### src/design/pfsa_pkg.sv
// Package with the types, constants and codes of the page frame stack allocator.
`timescale 1ns / 1ps
`default_nettype none

package pfsa_pkg;

	localparam int STACK_DEPTH = 8192;
	localparam int PAGE_BITS   = 12;
	localparam int WORD_W      = 32;
	localparam int FRAME_W     = WORD_W - PAGE_BITS;
	localparam int TOP_W       = $clog2(STACK_DEPTH + 1);
	localparam int SLOT_W      = $clog2(STACK_DEPTH);
	localparam int FREE_W      = 14;
	localparam int TYPE_W      = 8;
	localparam int PADDR_W     = 3;
	localparam logic [TYPE_W-1:0] TYPE_USABLE = TYPE_W'(1);
	localparam logic [TOP_W-1:0]  TOP_FULL    = TOP_W'(STACK_DEPTH);

	typedef enum logic [1:0] {
		FN_ALLOC  = 2'd0,
		FN_FREE   = 2'd1,
		FN_REGION = 2'd2,
		FN_NONE   = 2'd3
	} func_t;

	typedef enum logic [1:0] {
		ST_OK    = 2'd0,
		ST_EMPTY = 2'd1,
		ST_FULL  = 2'd2,
		ST_RSVD  = 2'd3
	} status_t;

	// Configuration register index, taken from paddr above the byte offset.
	typedef enum logic {
		REG_KERNEL_END = 1'b0,
		REG_NONE       = 1'b1
	} reg_idx_t;

	typedef enum logic [1:0] {
		BK_IDLE,
		BK_ALLOC,
		BK_REGION
	} back_state_t;

	// Classified request as it travels from the front part to the back part.
	typedef struct packed {
		func_t              op;
		logic [FRAME_W-1:0] frame;
		logic [FRAME_W:0]   rbegin;
		logic [FRAME_W:0]   rend;
	} cmd_t;

endpackage

`default_nettype wire

### src/design/pfsa_queue.sv
// Two-entry request queue between the front and back parts.
`timescale 1ns / 1ps
`default_nettype none

module pfsa_queue import pfsa_pkg::*; (
	input  wire logic clk,
	input  wire logic arst_n,
	input  wire logic push,
	input  cmd_t      push_cmd,
	output logic      full,
	input  wire logic pop,
	output logic      nonempty,
	output cmd_t      head
);

	cmd_t       slot_q [2];
	logic       wr_ptr_q;
	logic       rd_ptr_q;
	logic [1:0] count_q;
	logic       do_push;
	logic       do_pop;

	assign full     = (count_q == 2'd2);
	assign nonempty = (count_q != 2'd0);
	assign do_push  = push && !full;
	assign do_pop   = pop && nonempty;
	assign head     = slot_q[rd_ptr_q];

	always_ff @(posedge clk or negedge arst_n) begin
		if (!arst_n) begin
			wr_ptr_q <= 1'b0;
			rd_ptr_q <= 1'b0;
			count_q  <= 2'd0;
		end else begin
			if (do_push) begin
				wr_ptr_q <= !wr_ptr_q;
			end
			if (do_pop) begin
				rd_ptr_q <= !rd_ptr_q;
			end
			count_q <= count_q + {1'b0, do_push} - {1'b0, do_pop};
		end
	end

	always_ff @(posedge clk) begin
		if (do_push) begin
			slot_q[wr_ptr_q] <= push_cmd;
		end
	end

endmodule

`default_nettype wire

### config.mk
export PLATFORM = sky130hd
export DESIGN_NAME = pfsa_queue
export DESIGN_NICKNAME = d
export VERILOG_FILES = /design/src/design/pfsa_pkg.sv /design/src/design/pfsa_queue.sv
export SDC_FILE = /design/constraint.sdc
export NUM_CORES = 1
export LEC_CHECK = 0
export BUFFER_PORTS_ARGS = -buffer_cell sky130_fd_sc_hd__buf_2
export CAP_MARGIN = 0
export CORE_MARGIN = 2
export CORE_UTILIZATION = 36
export CTS_CLUSTER_SIZE = 40
export DETAILED_ROUTE_END_ITERATION = 16
export GPL_TIMING_DRIVEN = 0
export PLACE_DENSITY = 0.69
export SKIP_LAST_GASP = 1
export SLEW_MARGIN = 30
export SYNTH_ARGS = -nofsm -noshare
export SYNTH_HDL_FRONTEND = slang
export SYNTH_SLANG_ARGS = --single-unit
### constraint.sdc
create_clock -name clk -period 3.5 [get_ports clk]
set_input_delay 0.175 -clock clk [delete_from_list [all_inputs] [get_ports clk]]
set_output_delay 0.175 -clock clk [all_outputs]
set_load 0.1 [all_outputs]
; After elaboration in Yosys (flattened, before gate mapping)
; Memories as Yosys holds them, arrays and structs flattened.
; Cells that the tools add are included.
[word_totals]
in_bits = 68
mem_count = 1
regBits = 4
ramBits = 128
output_inout_bits = 66
[op_classes]
n_mux = 2
n_reduce_logical = 6
add_sub_neg = 2
eq_ne = 1
[mem_list]
columns = name, words, width, read_ports, rd_clocked_by_memory_dff, write_ports, line_no
row1 = slot_q, 2, 64, 1, 0, 1, pfsa_queue.sv:16  ; cmd_t slot_q [2];
[op_table]
columns = op, n
row1 = $logic_not A1 Y1, 3
row2 = $add A2 B1 Y2, 1
row3 = $eq A2 B2 Y1 const B, 1
row4 = $logic_and A1 B1 Y1, 2
row5 = $mux W1, 2
row6 = $reduce_bool A2 Y1, 1
row7 = $sub A2 B1 Y2, 1

; Longest topological paths before layout
[depth]
ltp_word = 5
mapped_depth = 7
depth_no_buf = 7

; Least setup slack after synthesis
; OpenSTA, ideal clock, no wires.
[synth_timing]
path_kind = reg-to-reg
start = register count_q[1]
end = memory slot_q[0][0] (netlist name), enable pin
setup_slack_ps = -250
synth_period_minus_slack_ps = 3750
path_stages_with_launch = 4
arrival_ps = 3264
required_ps = 3014
n_path_buf = 0
setup_ps = 486
cell_sequence = dfrtp_1 > nand2b_1 > nand2_1 > nor2_1
[synth_between]
elab_chain_len = 5
[synth_lines]
columns = item, line_no
row1 = "start, declared", pfsa_queue.sv:19  ; logic [1:0] count_q;
row2 = "start signal, assigned", pfsa_queue.sv:41  ; count_q <= count_q + {1'b0, do_push} - {1'b0, do_pop};
row3 = $eq A2 B2 Y1, pfsa_queue.sv:23  ; assign full = (count_q == 2'd2);
row4 = $logic_not A1 Y1, pfsa_queue.sv:25  ; assign do_push = push && !full;
row5 = $logic_and A1 B1 Y1, pfsa_queue.sv:25
row6 = $mux W1, pfsa_queue.sv:46  ; if (do_push) begin
row7 = $mux W1 (implied by the code), pfsa_queue.sv:47  ; slot_q[wr_ptr_q] <= push_cmd;
row8 = "end, declared", pfsa_queue.sv:16
; Every way passes these cells.

==> flow_summary.yaml <==
status:
  outcome: "completed"
logic_synthesis:
  synth-seq-cells: 132
  yosysSeqAreaShare_pct: 78.4
  syn_avg_cell_area_um2: 23.2
  synth_area_leaders: "edfxtp_1, mux2_4, mux2_2"
  synthCells: 217
  async_flop_share_pct: 3.03
  synth_most_common_cell: "edfxtp_1"
  yosysTopAreaCell: "edfxtp_1"
  synth_top_area_share_pct: 76.5
  synthFlopType: "edfxtp_1"
  ys_top_cells_by_count: "edfxtp_1, mux2_4, mux2_2, buf_6, dfrtp_1"
  synthesis.area_um2: 5030
  synth_nets: 287
  yosysUniqueCellTypes: 16
  yosys_warnings: 0
  synth_edf_count: 128
timing:
  finalCritPeriodShare_pct: 55.2
  timing.final.crit_period_ns: 1.93
  finClkSkew_ns: 0.00706
  slew_headroom_pct: 66.6
  max_freq_ghz: 0.517
  drv_slew: 0
  rsz0062_at_grt: "false"
  hold_violations: 0
  setup_viol: 0
  worst_pin_slew_ns: 0.505
detailed_routing:
  totalWireLength_mm: 9.27
  vias_per_cell: 4.35
  postRouteAntennaNets: 0
  initialDrtViolationCount: 89
  via_count: 2748
  drt_first_pass_iters: 4
  wl_per_cell_um: 14.7
  drc_errors: 0
clock_network:
  root_buffer: "clkbuf_16"
  numCtsBuffers: 17
  clkLatencyLatePin_ns: 0.41
  clock_sinks: 132
  clkTransAtPathRegs_ns: 0.05
  htreeDepth: 4
  cts_tree: "done"
  cts.path.max_buffers: 2
die:
  die_area_um2: 14900
  pin_count: 134
  core_um2: 13800
  rows: 43
  die_y_um: 122
  die_w_um: 122
  initial_core_util_pct: 36.5
finish:
  n_antenna_cell: 0
  drive_above_1_share_pct: 52.5
  layout.cells.non_filler: 631
  area_growth_pct: 44.8
  final_nets: 508
setup_path:
  crit_type: "flip-flop to output pin"
  crit_path_start_kind: "flip-flop"
  cp_max_fo: 10
  crit_top_cell: "buf_6"
  worstPathRequired_ns: 3.32
  endpoint_kind: "output pin"
  cpPeakStageDelay_ns: 0.35
  arrival_ns: 1.76
  crit_family: "buffers and inverters"
  cp_cell_sequence: "buf_6 -> buf_6 -> mux2_4 -> buf_2"
  setup.reg_to_reg.worst_slack_ns: 1.74
  crit_slowest_cell: "dfrtp_1"
  worst-path-buf-inv: 3
global_routing:
  grt-ovfl-total: 0
  grt_start_max_net_pins: 39
  grt_pass1_vias: 2903
  grt.total_usage_pct: 13.1
  antenna_found_initial: 0
  grt_pass1_wl_mm: 14.1
worst_hold_path:
  min-delay-path-class: "input port to flip-flop"
placement:
  hpwlAfterDp_mm: 5.75
  port_buffers: 133
  dp_cells: 534
  gp_routability_congestion: 0.681
job:
  maxCapViolations: 0
-- worst paths after layout --
kind	startpoint	endpoint	cells past startpoint
min in group asynchronous	arst_n	count_q[0]	2
max in group asynchronous	arst_n	count_q[1]	2
max	rd_ptr_q	head[33]	4
min	pop	rd_ptr_q	3
min reg2reg	count_q[0]	count_q[0]	1
max reg2reg	count_q[0]	slot_q[0][44]	5
-- per-layer routing --
metal | track usage [%] | wire length [um]
met1 | 14.0 | 3640
met2 | 22.5 | 4880
met3 | 5.57 | 556
met4 | 5.60 | 187
met5 | 0 | 0
-- worst reg2reg max path, cell delays in order, from the launching register on --
cell and delay (ns):
dfrtp_1 0.38, nand2b_1 0.17, nand2_1 0.15, nor2_4 0.35
buf_16 0.22, buf_16 0.17
-- logic make-up (layout without fill, tap and decap cells) --
kind of cell,count (synthesis),in the layout,synth area share (%)
and+or+nand+nor,6,6,0.697
muxes,64,64,18.1
adders and majority gates,2,2,0.498
xor gates and xnor gates,4,4,0.697
DFF,132,132,78.4
buffers and inverters,9,243,1.59
-- repair_timing --
action / CTS / global route
hold endpoints to repair: 132 / 0
hold buffers: 65 / 0
setup buffers: 0 / 0
gates resized for setup: 0 / 0
-- registers in the layout, indices dropped and copies added, names as in the netlist --
signal,flops
wr_ptr_q,1
slot_q,128
count_q,2
rd_ptr_q,1
-- layout make-up --
type | instances | area (um2)
multi-input cells | 76 | 1020
well taps | 180 | 225
flip-flops and latches | 132 | 3940
clock buffers | 29 | 531
plain buffers | 7 | 72.6
inverters | 2 | 7.51
fillers | 1143 | 6490
repair buffers | 202 | 1420
clock inverters | 3 | 67.6
-- metrics by stage --
stage                     cell area [um2]  hold WS, ns  utilization, %  setup WS [ns]  setup TNS, ns
after floorplan                      5030       -0.121               -          0.820              0
after global placement               5920      -0.0153            43.0         -0.212         -13.28
after detailed placement             6030      -0.0157            43.8           1.77              0
after CTS                            7280       0.0564            52.9           1.51              0
after global routing                 7280       0.0689            52.9           1.45              0
final                                7280       0.0884            52.9           1.57              0
-- layout by cell type, fill, tap and decap left out, drive strengths merged, types with 2 or more instances in the layout --
cell         Yosys  final
clkbuf           0     29
mux2            64     64
dfrtp            4      4
inv              2      2
edfxtp         128    128
ha               2      2
buf              7    144
xnor2            3      3
dlygate4sd3      0     65
bufinv           0      2
Power is not shown: default switching activity piles up to over one toggle a cycle in this logic, so the estimate is an artifact.
