$ cat src/design/pfsa_pkg.sv
// Package with the types, constants and codes of the page frame stack allocator.
`timescale 1ns / 1ps
`default_nettype none

package pfsa_pkg;

	localparam int STACK_DEPTH = 8192;
	localparam int PAGE_BITS   = 12;
	localparam int WORD_W      = 32;
	localparam int FRAME_W     = WORD_W - PAGE_BITS;
	localparam int TOP_W       = $clog2(STACK_DEPTH + 1);
	localparam int SLOT_W      = $clog2(STACK_DEPTH);
	localparam int FREE_W      = 14;
	localparam int TYPE_W      = 8;
	localparam int PADDR_W     = 3;
	localparam logic [TYPE_W-1:0] TYPE_USABLE = TYPE_W'(1);
	localparam logic [TOP_W-1:0]  TOP_FULL    = TOP_W'(STACK_DEPTH);

	typedef enum logic [1:0] {
		FN_ALLOC  = 2'd0,
		FN_FREE   = 2'd1,
		FN_REGION = 2'd2,
		FN_NONE   = 2'd3
	} func_t;

	typedef enum logic [1:0] {
		ST_OK    = 2'd0,
		ST_EMPTY = 2'd1,
		ST_FULL  = 2'd2,
		ST_RSVD  = 2'd3
	} status_t;

	// Configuration register index, taken from paddr above the byte offset.
	typedef enum logic {
		REG_KERNEL_END = 1'b0,
		REG_NONE       = 1'b1
	} reg_idx_t;

	typedef enum logic [1:0] {
		BK_IDLE,
		BK_ALLOC,
		BK_REGION
	} back_state_t;

	// Classified request as it travels from the front part to the back part.
	typedef struct packed {
		func_t              op;
		logic [FRAME_W-1:0] frame;
		logic [FRAME_W:0]   rbegin;
		logic [FRAME_W:0]   rend;
	} cmd_t;

endpackage

`default_nettype wire

$ cat src/design/pfsa_front.sv
// Front part: configuration register and classification of incoming requests.
`timescale 1ns / 1ps
`default_nettype none

module pfsa_front import pfsa_pkg::*; (
	input  wire logic               clk,
	input  wire logic               arst_n,
	input  wire logic               psel,
	input  wire logic               penable,
	input  wire logic               pwrite,
	input  wire logic [PADDR_W-1:0] paddr,
	input  wire logic [WORD_W-1:0]  pwdata,
	output logic      [WORD_W-1:0]  prdata,
	input  wire logic [1:0]         func,
	input  wire logic [WORD_W-1:0]  addr,
	input  wire logic [WORD_W-1:0]  length,
	input  wire logic [TYPE_W-1:0]  region_type,
	output cmd_t                    cmd
);

	logic [WORD_W-1:0] kernel_end_q;
	logic [WORD_W-1:0] base_max;
	logic [WORD_W:0]   begin_up;
	logic [WORD_W:0]   end_sum;
	logic [WORD_W:0]   end_sat;
	logic [WORD_W:0]   end_al;
	logic              region_live;
	reg_idx_t          reg_idx;

	assign reg_idx = reg_idx_t'(paddr[PADDR_W-1]);

	always_ff @(posedge clk or negedge arst_n) begin
		if (!arst_n) begin
			kernel_end_q <= '0;
		end else if (psel && penable && pwrite && reg_idx == REG_KERNEL_END) begin
			kernel_end_q <= pwdata;
		end
	end

	always_comb begin
		case (reg_idx)
			REG_KERNEL_END: prdata = kernel_end_q;
			default:        prdata = '0;
		endcase
	end

	// The usable part of a region starts at the kernel end at the earliest.
	always_comb begin
		base_max = (addr < kernel_end_q) ? kernel_end_q : addr;
		begin_up = {1'b0, base_max} + (WORD_W+1)'((1 << PAGE_BITS) - 1);
		end_sum  = {1'b0, addr} + {1'b0, length};
		end_sat  = end_sum[WORD_W] ? {1'b1, {WORD_W{1'b0}}} : end_sum;
		end_al   = {end_sat[WORD_W:PAGE_BITS], {PAGE_BITS{1'b0}}};
		region_live = (region_type == TYPE_USABLE) && !(end_al < {1'b0, kernel_end_q});
	end

	always_comb begin
		cmd.frame  = addr[WORD_W-1:PAGE_BITS];
		cmd.rbegin = begin_up[WORD_W:PAGE_BITS];
		cmd.rend   = end_sat[WORD_W:PAGE_BITS];
		case (func_t'(func))
			FN_ALLOC:  cmd.op = FN_ALLOC;
			FN_FREE:   cmd.op = FN_FREE;
			FN_REGION: cmd.op = region_live ? FN_REGION : FN_NONE;
			default:   cmd.op = FN_NONE;
		endcase
	end

endmodule

`default_nettype wire

$ cat config.mk
export PLATFORM = sky130hd
export DESIGN_NAME = pfsa_front
export DESIGN_NICKNAME = d
export VERILOG_FILES = /design/src/design/pfsa_pkg.sv /design/src/design/pfsa_front.sv
export SDC_FILE = /design/constraint.sdc
export NUM_CORES = 1
export LEC_CHECK = 0
export BUFFER_PORTS_ARGS = -buffer_cell sky130_fd_sc_hd__buf_2
export CAP_MARGIN = 20
export CORE_MARGIN = 8
export CORE_UTILIZATION = 45
export DETAILED_ROUTE_END_ITERATION = 7
export GPL_ROUTABILITY_DRIVEN = 0
export GPL_TIMING_DRIVEN = 1
export MAX_ROUTING_LAYER = met4
export PLACE_DENSITY = 0.72
export SYNTH_ARGS = -nofsm -noshare
export SYNTH_HDL_FRONTEND = slang
export SYNTH_SLANG_ARGS = --single-unit
$ cat constraint.sdc
create_clock -name clk -period 8.2 [get_ports clk]
set_clock_uncertainty 0.05 [all_clocks]
set_input_delay 1.64 -clock clk [delete_from_list [all_inputs] [get_ports clk]]
set_output_delay 1.64 -clock clk [all_outputs]
set_load 0.02 [all_outputs]
==> Word-level counts from Yosys, hierarchy flattened <==
Cells that the tools add are included.
{ "totals": {"word_cells": 20, "ff_bits": 32, "output_inout_bits": 96, "rom_bits": 0, "mem_count": 0, "ramBits": 0, "latchBits": 0} }
{ "classes": {"mux": 5, "n_eq_ne": 3, "reduce_logical": 6, "shifts": 0, "n_bitwise": 1, "div_mod_pow": 0, "n_addsub": 2, "n_mul": 0, "order_cmp": 2} }
{ "ops": {"columns": ["cell", "count"], "rows": [
  ["$mux 32", 2],
  ["$add 32x12->33 const B", 1],
  ["$add 32x32->33", 1],
  ["$lt 33x32->1", 1],
  ["$mux 33", 1],
  ["$lt 32x32->1", 1],
  ["$eq 8x1->1 const B", 1],
  ["$pmux 2 s3", 1],
  ["$logic_and 1x1->1", 4],
  ["$eq 2x1->1 const B", 1],
  ["$eq 2x2->1 const B", 1],
  ["$logic_not 2->1", 1],
  ["$logic_not 1->1", 1],
  ["$mux 1", 1],
  ["$not 1->1", 1]
]} }

==> Logic depth before layout (Yosys ltp) <==
{ "logic_depth": {"word_depth": 7, "ltp_mapped": 20} }

==> Worst setup path after synthesis <==
Ideal clock, no wire load.
{ "synth_path": {"path_kind": "input -> output", "from": "input addr[9]", "to": "output cmd[62] (netlist name)", "t_required_ns": 6.510, "t_arrival_ns": 5.753, "path_stages": 17, "n_path_buf": 1, "slack_ns": 0.757, "cell_sequence": "ha_1 -> a211oi_2 -> o21ai_1 -> a221o_1 -> a41oi_4 -> o21a_4 -> o21ai_2 -> buf_2 -> nor3b_1 -> ha_1 -> nor3_1 -> nor4_1 -> a221oi_1 -> nand4_1 -> a221o_1 -> a2111oi_2 -> or3_1"} }
{ "synth_rtl": {"columns": ["element", "line_no", "rtl"], "rows": [
  ["start, declared", "pfsa_front.sv:15", "input wire logic [WORD_W-1:0] addr,"],
  ["end, declared", "pfsa_front.sv:18", "output cmd_t cmd"]
]} }

==> impl_metrics.xml <==
<?xml version="1.0" encoding="UTF-8"?>
<metrics>
  <group name="layout">
    <metric name="largestRegisters" unit="">kernel_end_q (32)</metric>
    <metric name="max_reg_flops" unit="">32</metric>
    <metric name="syn_to_final_growth" unit="%">21.9</metric>
    <metric name="largest-register" unit="">kernel_end_q</metric>
    <metric name="antenna_cell_count" unit="">0</metric>
    <metric name="final_layout_size_suffix_gt1_frac" unit="">0.340</metric>
    <metric name="nNetsFinal" unit="">971</metric>
    <metric name="nFillCells" unit="">1065</metric>
  </group>
  <group name="detailed_routing">
    <metric name="detail_route.wirelength.met1" unit="um">6920</metric>
    <metric name="average_routed_wire_per_standard_cell" unit="um">18.2</metric>
    <metric name="totalWireLength" unit="um">16700</metric>
    <metric name="drt_iter0_drc" unit="">416</metric>
    <metric name="top_layer" unit="">met4</metric>
    <metric name="ant_nets" unit="">0</metric>
    <metric name="wl_met2" unit="um">8080</metric>
    <metric name="detail_route.first_pass.iterations" unit="">4</metric>
    <metric name="wl_met3" unit="um">1190</metric>
    <metric name="detailed_route_via_count" unit="">5125</metric>
    <metric name="drc_errors" unit="">0</metric>
    <metric name="drt-vias-per-instance" unit="">5.59</metric>
  </group>
  <group name="yosys">
    <metric name="yosysTopAreaCell" unit="">sky130_fd_sc_hd__ha_1</metric>
    <metric name="synth_seq_cells" unit="">32</metric>
    <metric name="ys_top_cells_by_area" unit="">sky130_fd_sc_hd__ha_1, sky130_fd_sc_hd__dfrtp_1, sky130_fd_sc_hd__mux2_2</metric>
    <metric name="ys_warn_count" unit="">0</metric>
    <metric name="synth_async_sr_flop_share" unit="">1.00</metric>
    <metric name="synthesis.nets" unit="">791</metric>
    <metric name="synth_enable_flop_cells" unit="">0</metric>
    <metric name="yosysSeqAreaShare" unit="">0.158</metric>
    <metric name="number_of_instances_in_the_synthesized_netlist" unit="">595</metric>
    <metric name="ys_top_cells_by_count" unit="">sky130_fd_sc_hd__ha_1, sky130_fd_sc_hd__nor2_1, sky130_fd_sc_hd__inv_1, sky130_fd_sc_hd__a21o_1</metric>
    <metric name="netlist-cell-type-count" unit="">62</metric>
    <metric name="syn_avg_cell_area" unit="um2">8.50</metric>
    <metric name="synth.cell_area" unit="um2">5050</metric>
    <metric name="synth_most_common_cell" unit="">sky130_fd_sc_hd__ha_1</metric>
    <metric name="synth_top_cell_area_share" unit="">0.203</metric>
    <metric name="most_common_flop_cell_mapped_by_yosys" unit="">sky130_fd_sc_hd__dfrtp_1</metric>
  </group>
  <group name="grt">
    <metric name="largest_net_degree_at_the_start_of_global_routing" unit="">34</metric>
    <metric name="grt_pass1_vias" unit="">5427</metric>
    <metric name="grt_antenna_before_repair" unit="">0</metric>
    <metric name="grt-ovfl-total" unit="">0</metric>
    <metric name="grt_pass1_wl" unit="um">25900</metric>
    <metric name="grt_util_all_layers" unit="">0.221</metric>
  </group>
  <group name="status">
    <metric name="outcome" unit="">finished clean</metric>
  </group>
  <group name="placement">
    <metric name="detailedPlacementHpwl" unit="um">14400</metric>
    <metric name="count_of_buffers_inserted_at_the_top_level_ports" unit="">207</metric>
  </group>
  <group name="clock_network">
    <metric name="cts_root_buf" unit="">sky130_fd_sc_hd__clkbuf_8</metric>
    <metric name="cts_htree_levels" unit="">2</metric>
    <metric name="path_clk_slew" unit="ns">0.06</metric>
    <metric name="numClockSinks" unit="">32</metric>
    <metric name="cts_tree" unit="">yes</metric>
    <metric name="cts.repair_timing.setup_buffer_count" unit="">0</metric>
    <metric name="cts_max_path_buffers" unit="">2</metric>
    <metric name="tritoncts.num_buffers" unit="">5</metric>
    <metric name="clk_latency" unit="ns">0.29</metric>
  </group>
  <group name="sta">
    <metric name="relSlewSlack" unit="">0.520</metric>
    <metric name="rsz0062_at_grt" unit="">false</metric>
    <metric name="fmax" unit="MHz">127</metric>
    <metric name="timing_worst_slew_pin_value" unit="ns">0.719</metric>
    <metric name="finalSetupViolations" unit="">0</metric>
    <metric name="finalCriticalPeriod" unit="ns">7.88</metric>
    <metric name="fin_setup_tns" unit="ns">0</metric>
    <metric name="final-max-slew-violation-count" unit="">0</metric>
    <metric name="hold_viol" unit="">0</metric>
    <metric name="period_share" unit="">0.961</metric>
  </group>
  <group name="worst_setup_path">
    <metric name="timing.critical_path.arrival" unit="ns">6.19</metric>
    <metric name="critical-path-max-stage-delay" unit="ns">0.42</metric>
    <metric name="crit_path_cell_trace" unit="">buf_2 &gt; ha_1 &gt; a211oi_1 &gt; o21ai_1 &gt; a221o_1 &gt; a41oi_4 &gt; o21ai_1 &gt; o41a_1 &gt; xnor2_1 &gt; nor2_1 &gt; ha_1 &gt; a21o_1 &gt; a211oi_1 &gt; nand4_1 &gt; a221o_1 &gt; a2111oi_2 &gt; or3_1 &gt; buf_2</metric>
    <metric name="critPathMaxFanout" unit="">8</metric>
    <metric name="critPathSlowestCell" unit="">sky130_fd_sc_hd__o41a_1</metric>
    <metric name="critPathKind" unit="">input port to output port</metric>
    <metric name="setup.worst_path.end_class" unit="">output port</metric>
    <metric name="critical_path_buf_inv_count" unit="">2</metric>
    <metric name="worstPathRequired" unit="ns">6.51</metric>
    <metric name="setup.worst_path.start_class" unit="">input port</metric>
    <metric name="cp_top_family" unit="">compound AO/OA/AOI/OAI gates</metric>
  </group>
  <group name="die">
    <metric name="initial_utilization" unit="">0.464</metric>
    <metric name="coreArea" unit="um2">10900</metric>
    <metric name="die_span_y" unit="um">122</metric>
    <metric name="io_pins" unit="">210</metric>
    <metric name="rows" unit="">38</metric>
    <metric name="chipWidth" unit="um">122</metric>
    <metric name="die_area" unit="um2">14900</metric>
  </group>
  <group name="power">
    <metric name="ir_worst_vdd" unit="uV">167</metric>
    <metric name="total_power" unit="mW">1.08</metric>
    <metric name="cellPowerDensity" unit="nW/um2">175</metric>
    <metric name="cellLeakagePower" unit="nW">3.23</metric>
  </group>
  <group name="flow_run">
    <metric name="max_cap_violations" unit="">0</metric>
  </group>
  <group name="hold_path">
    <metric name="hp-class" unit="">flop to flop</metric>
  </group>
</metrics>
-- stage by stage --
step,hold slack (ns),instances,util,setup WS [ns],area [um2]
global route,0.485,916,0.566,0.0619,6160
floorplan,0.429,595,-,0.757,5050
finish,0.456,916,0.566,0.317,6160
global placement,0.437,908,0.555,0.352,6040
detailed placement,0.447,908,0.555,0.270,6040
CTS,0.460,916,0.565,0.262,6150
-- final cells by class --
| class | instances | area [um2] | area share |
|---|---|---|---|
| tap | 140 | 175 | 0.0284 |
| timing repair buffer | 209 | 1050 | 0.171 |
| sequential | 32 | 801 | 0.130 |
| clock inverter | 3 | 42.5 | 0.00690 |
| inverter | 42 | 158 | 0.0256 |
| clock buffer | 5 | 68.8 | 0.0112 |
| multi-input combinational | 485 | 3860 | 0.627 |
-- placed cells by master (no fill, tap or decap), types with 3 or more instances in the layout --
| cell | instances |
|---|---|
| sky130_fd_sc_hd__buf_2 | 207 |
| sky130_fd_sc_hd__ha_1 | 82 |
| sky130_fd_sc_hd__nor2_1 | 60 |
| sky130_fd_sc_hd__inv_1 | 42 |
| sky130_fd_sc_hd__a21o_1 | 33 |
| sky130_fd_sc_hd__a21oi_1 | 32 |
| sky130_fd_sc_hd__mux2_2 | 32 |
| sky130_fd_sc_hd__dfrtp_1 | 32 |
| sky130_fd_sc_hd__xnor2_1 | 31 |
| sky130_fd_sc_hd__nand3_1 | 23 |
| sky130_fd_sc_hd__mux2i_1 | 21 |
| sky130_fd_sc_hd__xor2_1 | 20 |
| sky130_fd_sc_hd__nand4_1 | 19 |
| sky130_fd_sc_hd__nand2_1 | 17 |
| sky130_fd_sc_hd__o21ai_0 | 10 |
| sky130_fd_sc_hd__and3_1 | 9 |
| sky130_fd_sc_hd__o211ai_1 | 8 |
| sky130_fd_sc_hd__a31oi_1 | 6 |
| sky130_fd_sc_hd__nor4_1 | 6 |
| sky130_fd_sc_hd__nand2b_1 | 5 |
| sky130_fd_sc_hd__a211oi_1 | 5 |
| sky130_fd_sc_hd__o21ai_1 | 5 |
| sky130_fd_sc_hd__nor3_1 | 5 |
| sky130_fd_sc_hd__clkbuf_8 | 5 |
| sky130_fd_sc_hd__and2_1 | 4 |
| sky130_fd_sc_hd__and4_1 | 4 |
| sky130_fd_sc_hd__o21bai_1 | 3 |
| sky130_fd_sc_hd__o221ai_1 | 3 |
| sky130_fd_sc_hd__or3_1 | 3 |
| sky130_fd_sc_hd__nor4_2 | 3 |
-- report_power, final --
part           internal [mW]  switching, mW  leakage (nW)
logic                  0.281          0.419          2.79
clock network         0.0898         0.0605        0.0541
registers              0.193         0.0353         0.384
total                  0.563          0.515          3.23
-- final timing paths --
check,depth (start not counted),slack [ns],endpoint,startpoint
worst min register to register,1,0.46,kernel_end_q[30],kernel_end_q[30]
worst max-delay path,18,0.32,cmd[62],addr[13]
worst max register to register,1,7.28,kernel_end_q[12],kernel_end_q[12]
min in group asynchronous,1,1.36,kernel_end_q[24],arst_n
worst min-delay path,1,0.46,kernel_end_q[30],kernel_end_q[30]
max in group asynchronous,1,6.28,kernel_end_q[27],arst_n
-- per-layer routing --
metal / track usage / up-vias
met5: - / -
met4: 0.0941 / 0
met3: 0.0236 / 36
met2: 0.371 / 181
met1: 0.262 / 2380
li1: - / 2528
-- repair_timing --
item | 4_1_cts | 5_1_grt
hold buffers | 0 | 0
endpoints found under the setup margin | 0 | 1
gates resized for setup | 0 | 1
-- logic make-up (layout without fill, tap and decap cells) --
group | after synthesis | in the layout | synth area share
AND/OR/NAND/NOR | 170 | 170 | 0.177
AO/OA/AOI/OAI | 129 | 129 | 0.181
adder cells (fa/ha/maj) | 82 | 82 | 0.203
buffers and inverters | 78 | 259 | 0.0785
multiplexers | 53 | 53 | 0.113
XOR/XNOR | 51 | 51 | 0.0884
flip-flops | 32 | 32 | 0.158
(Power assumes the default switching activity.)
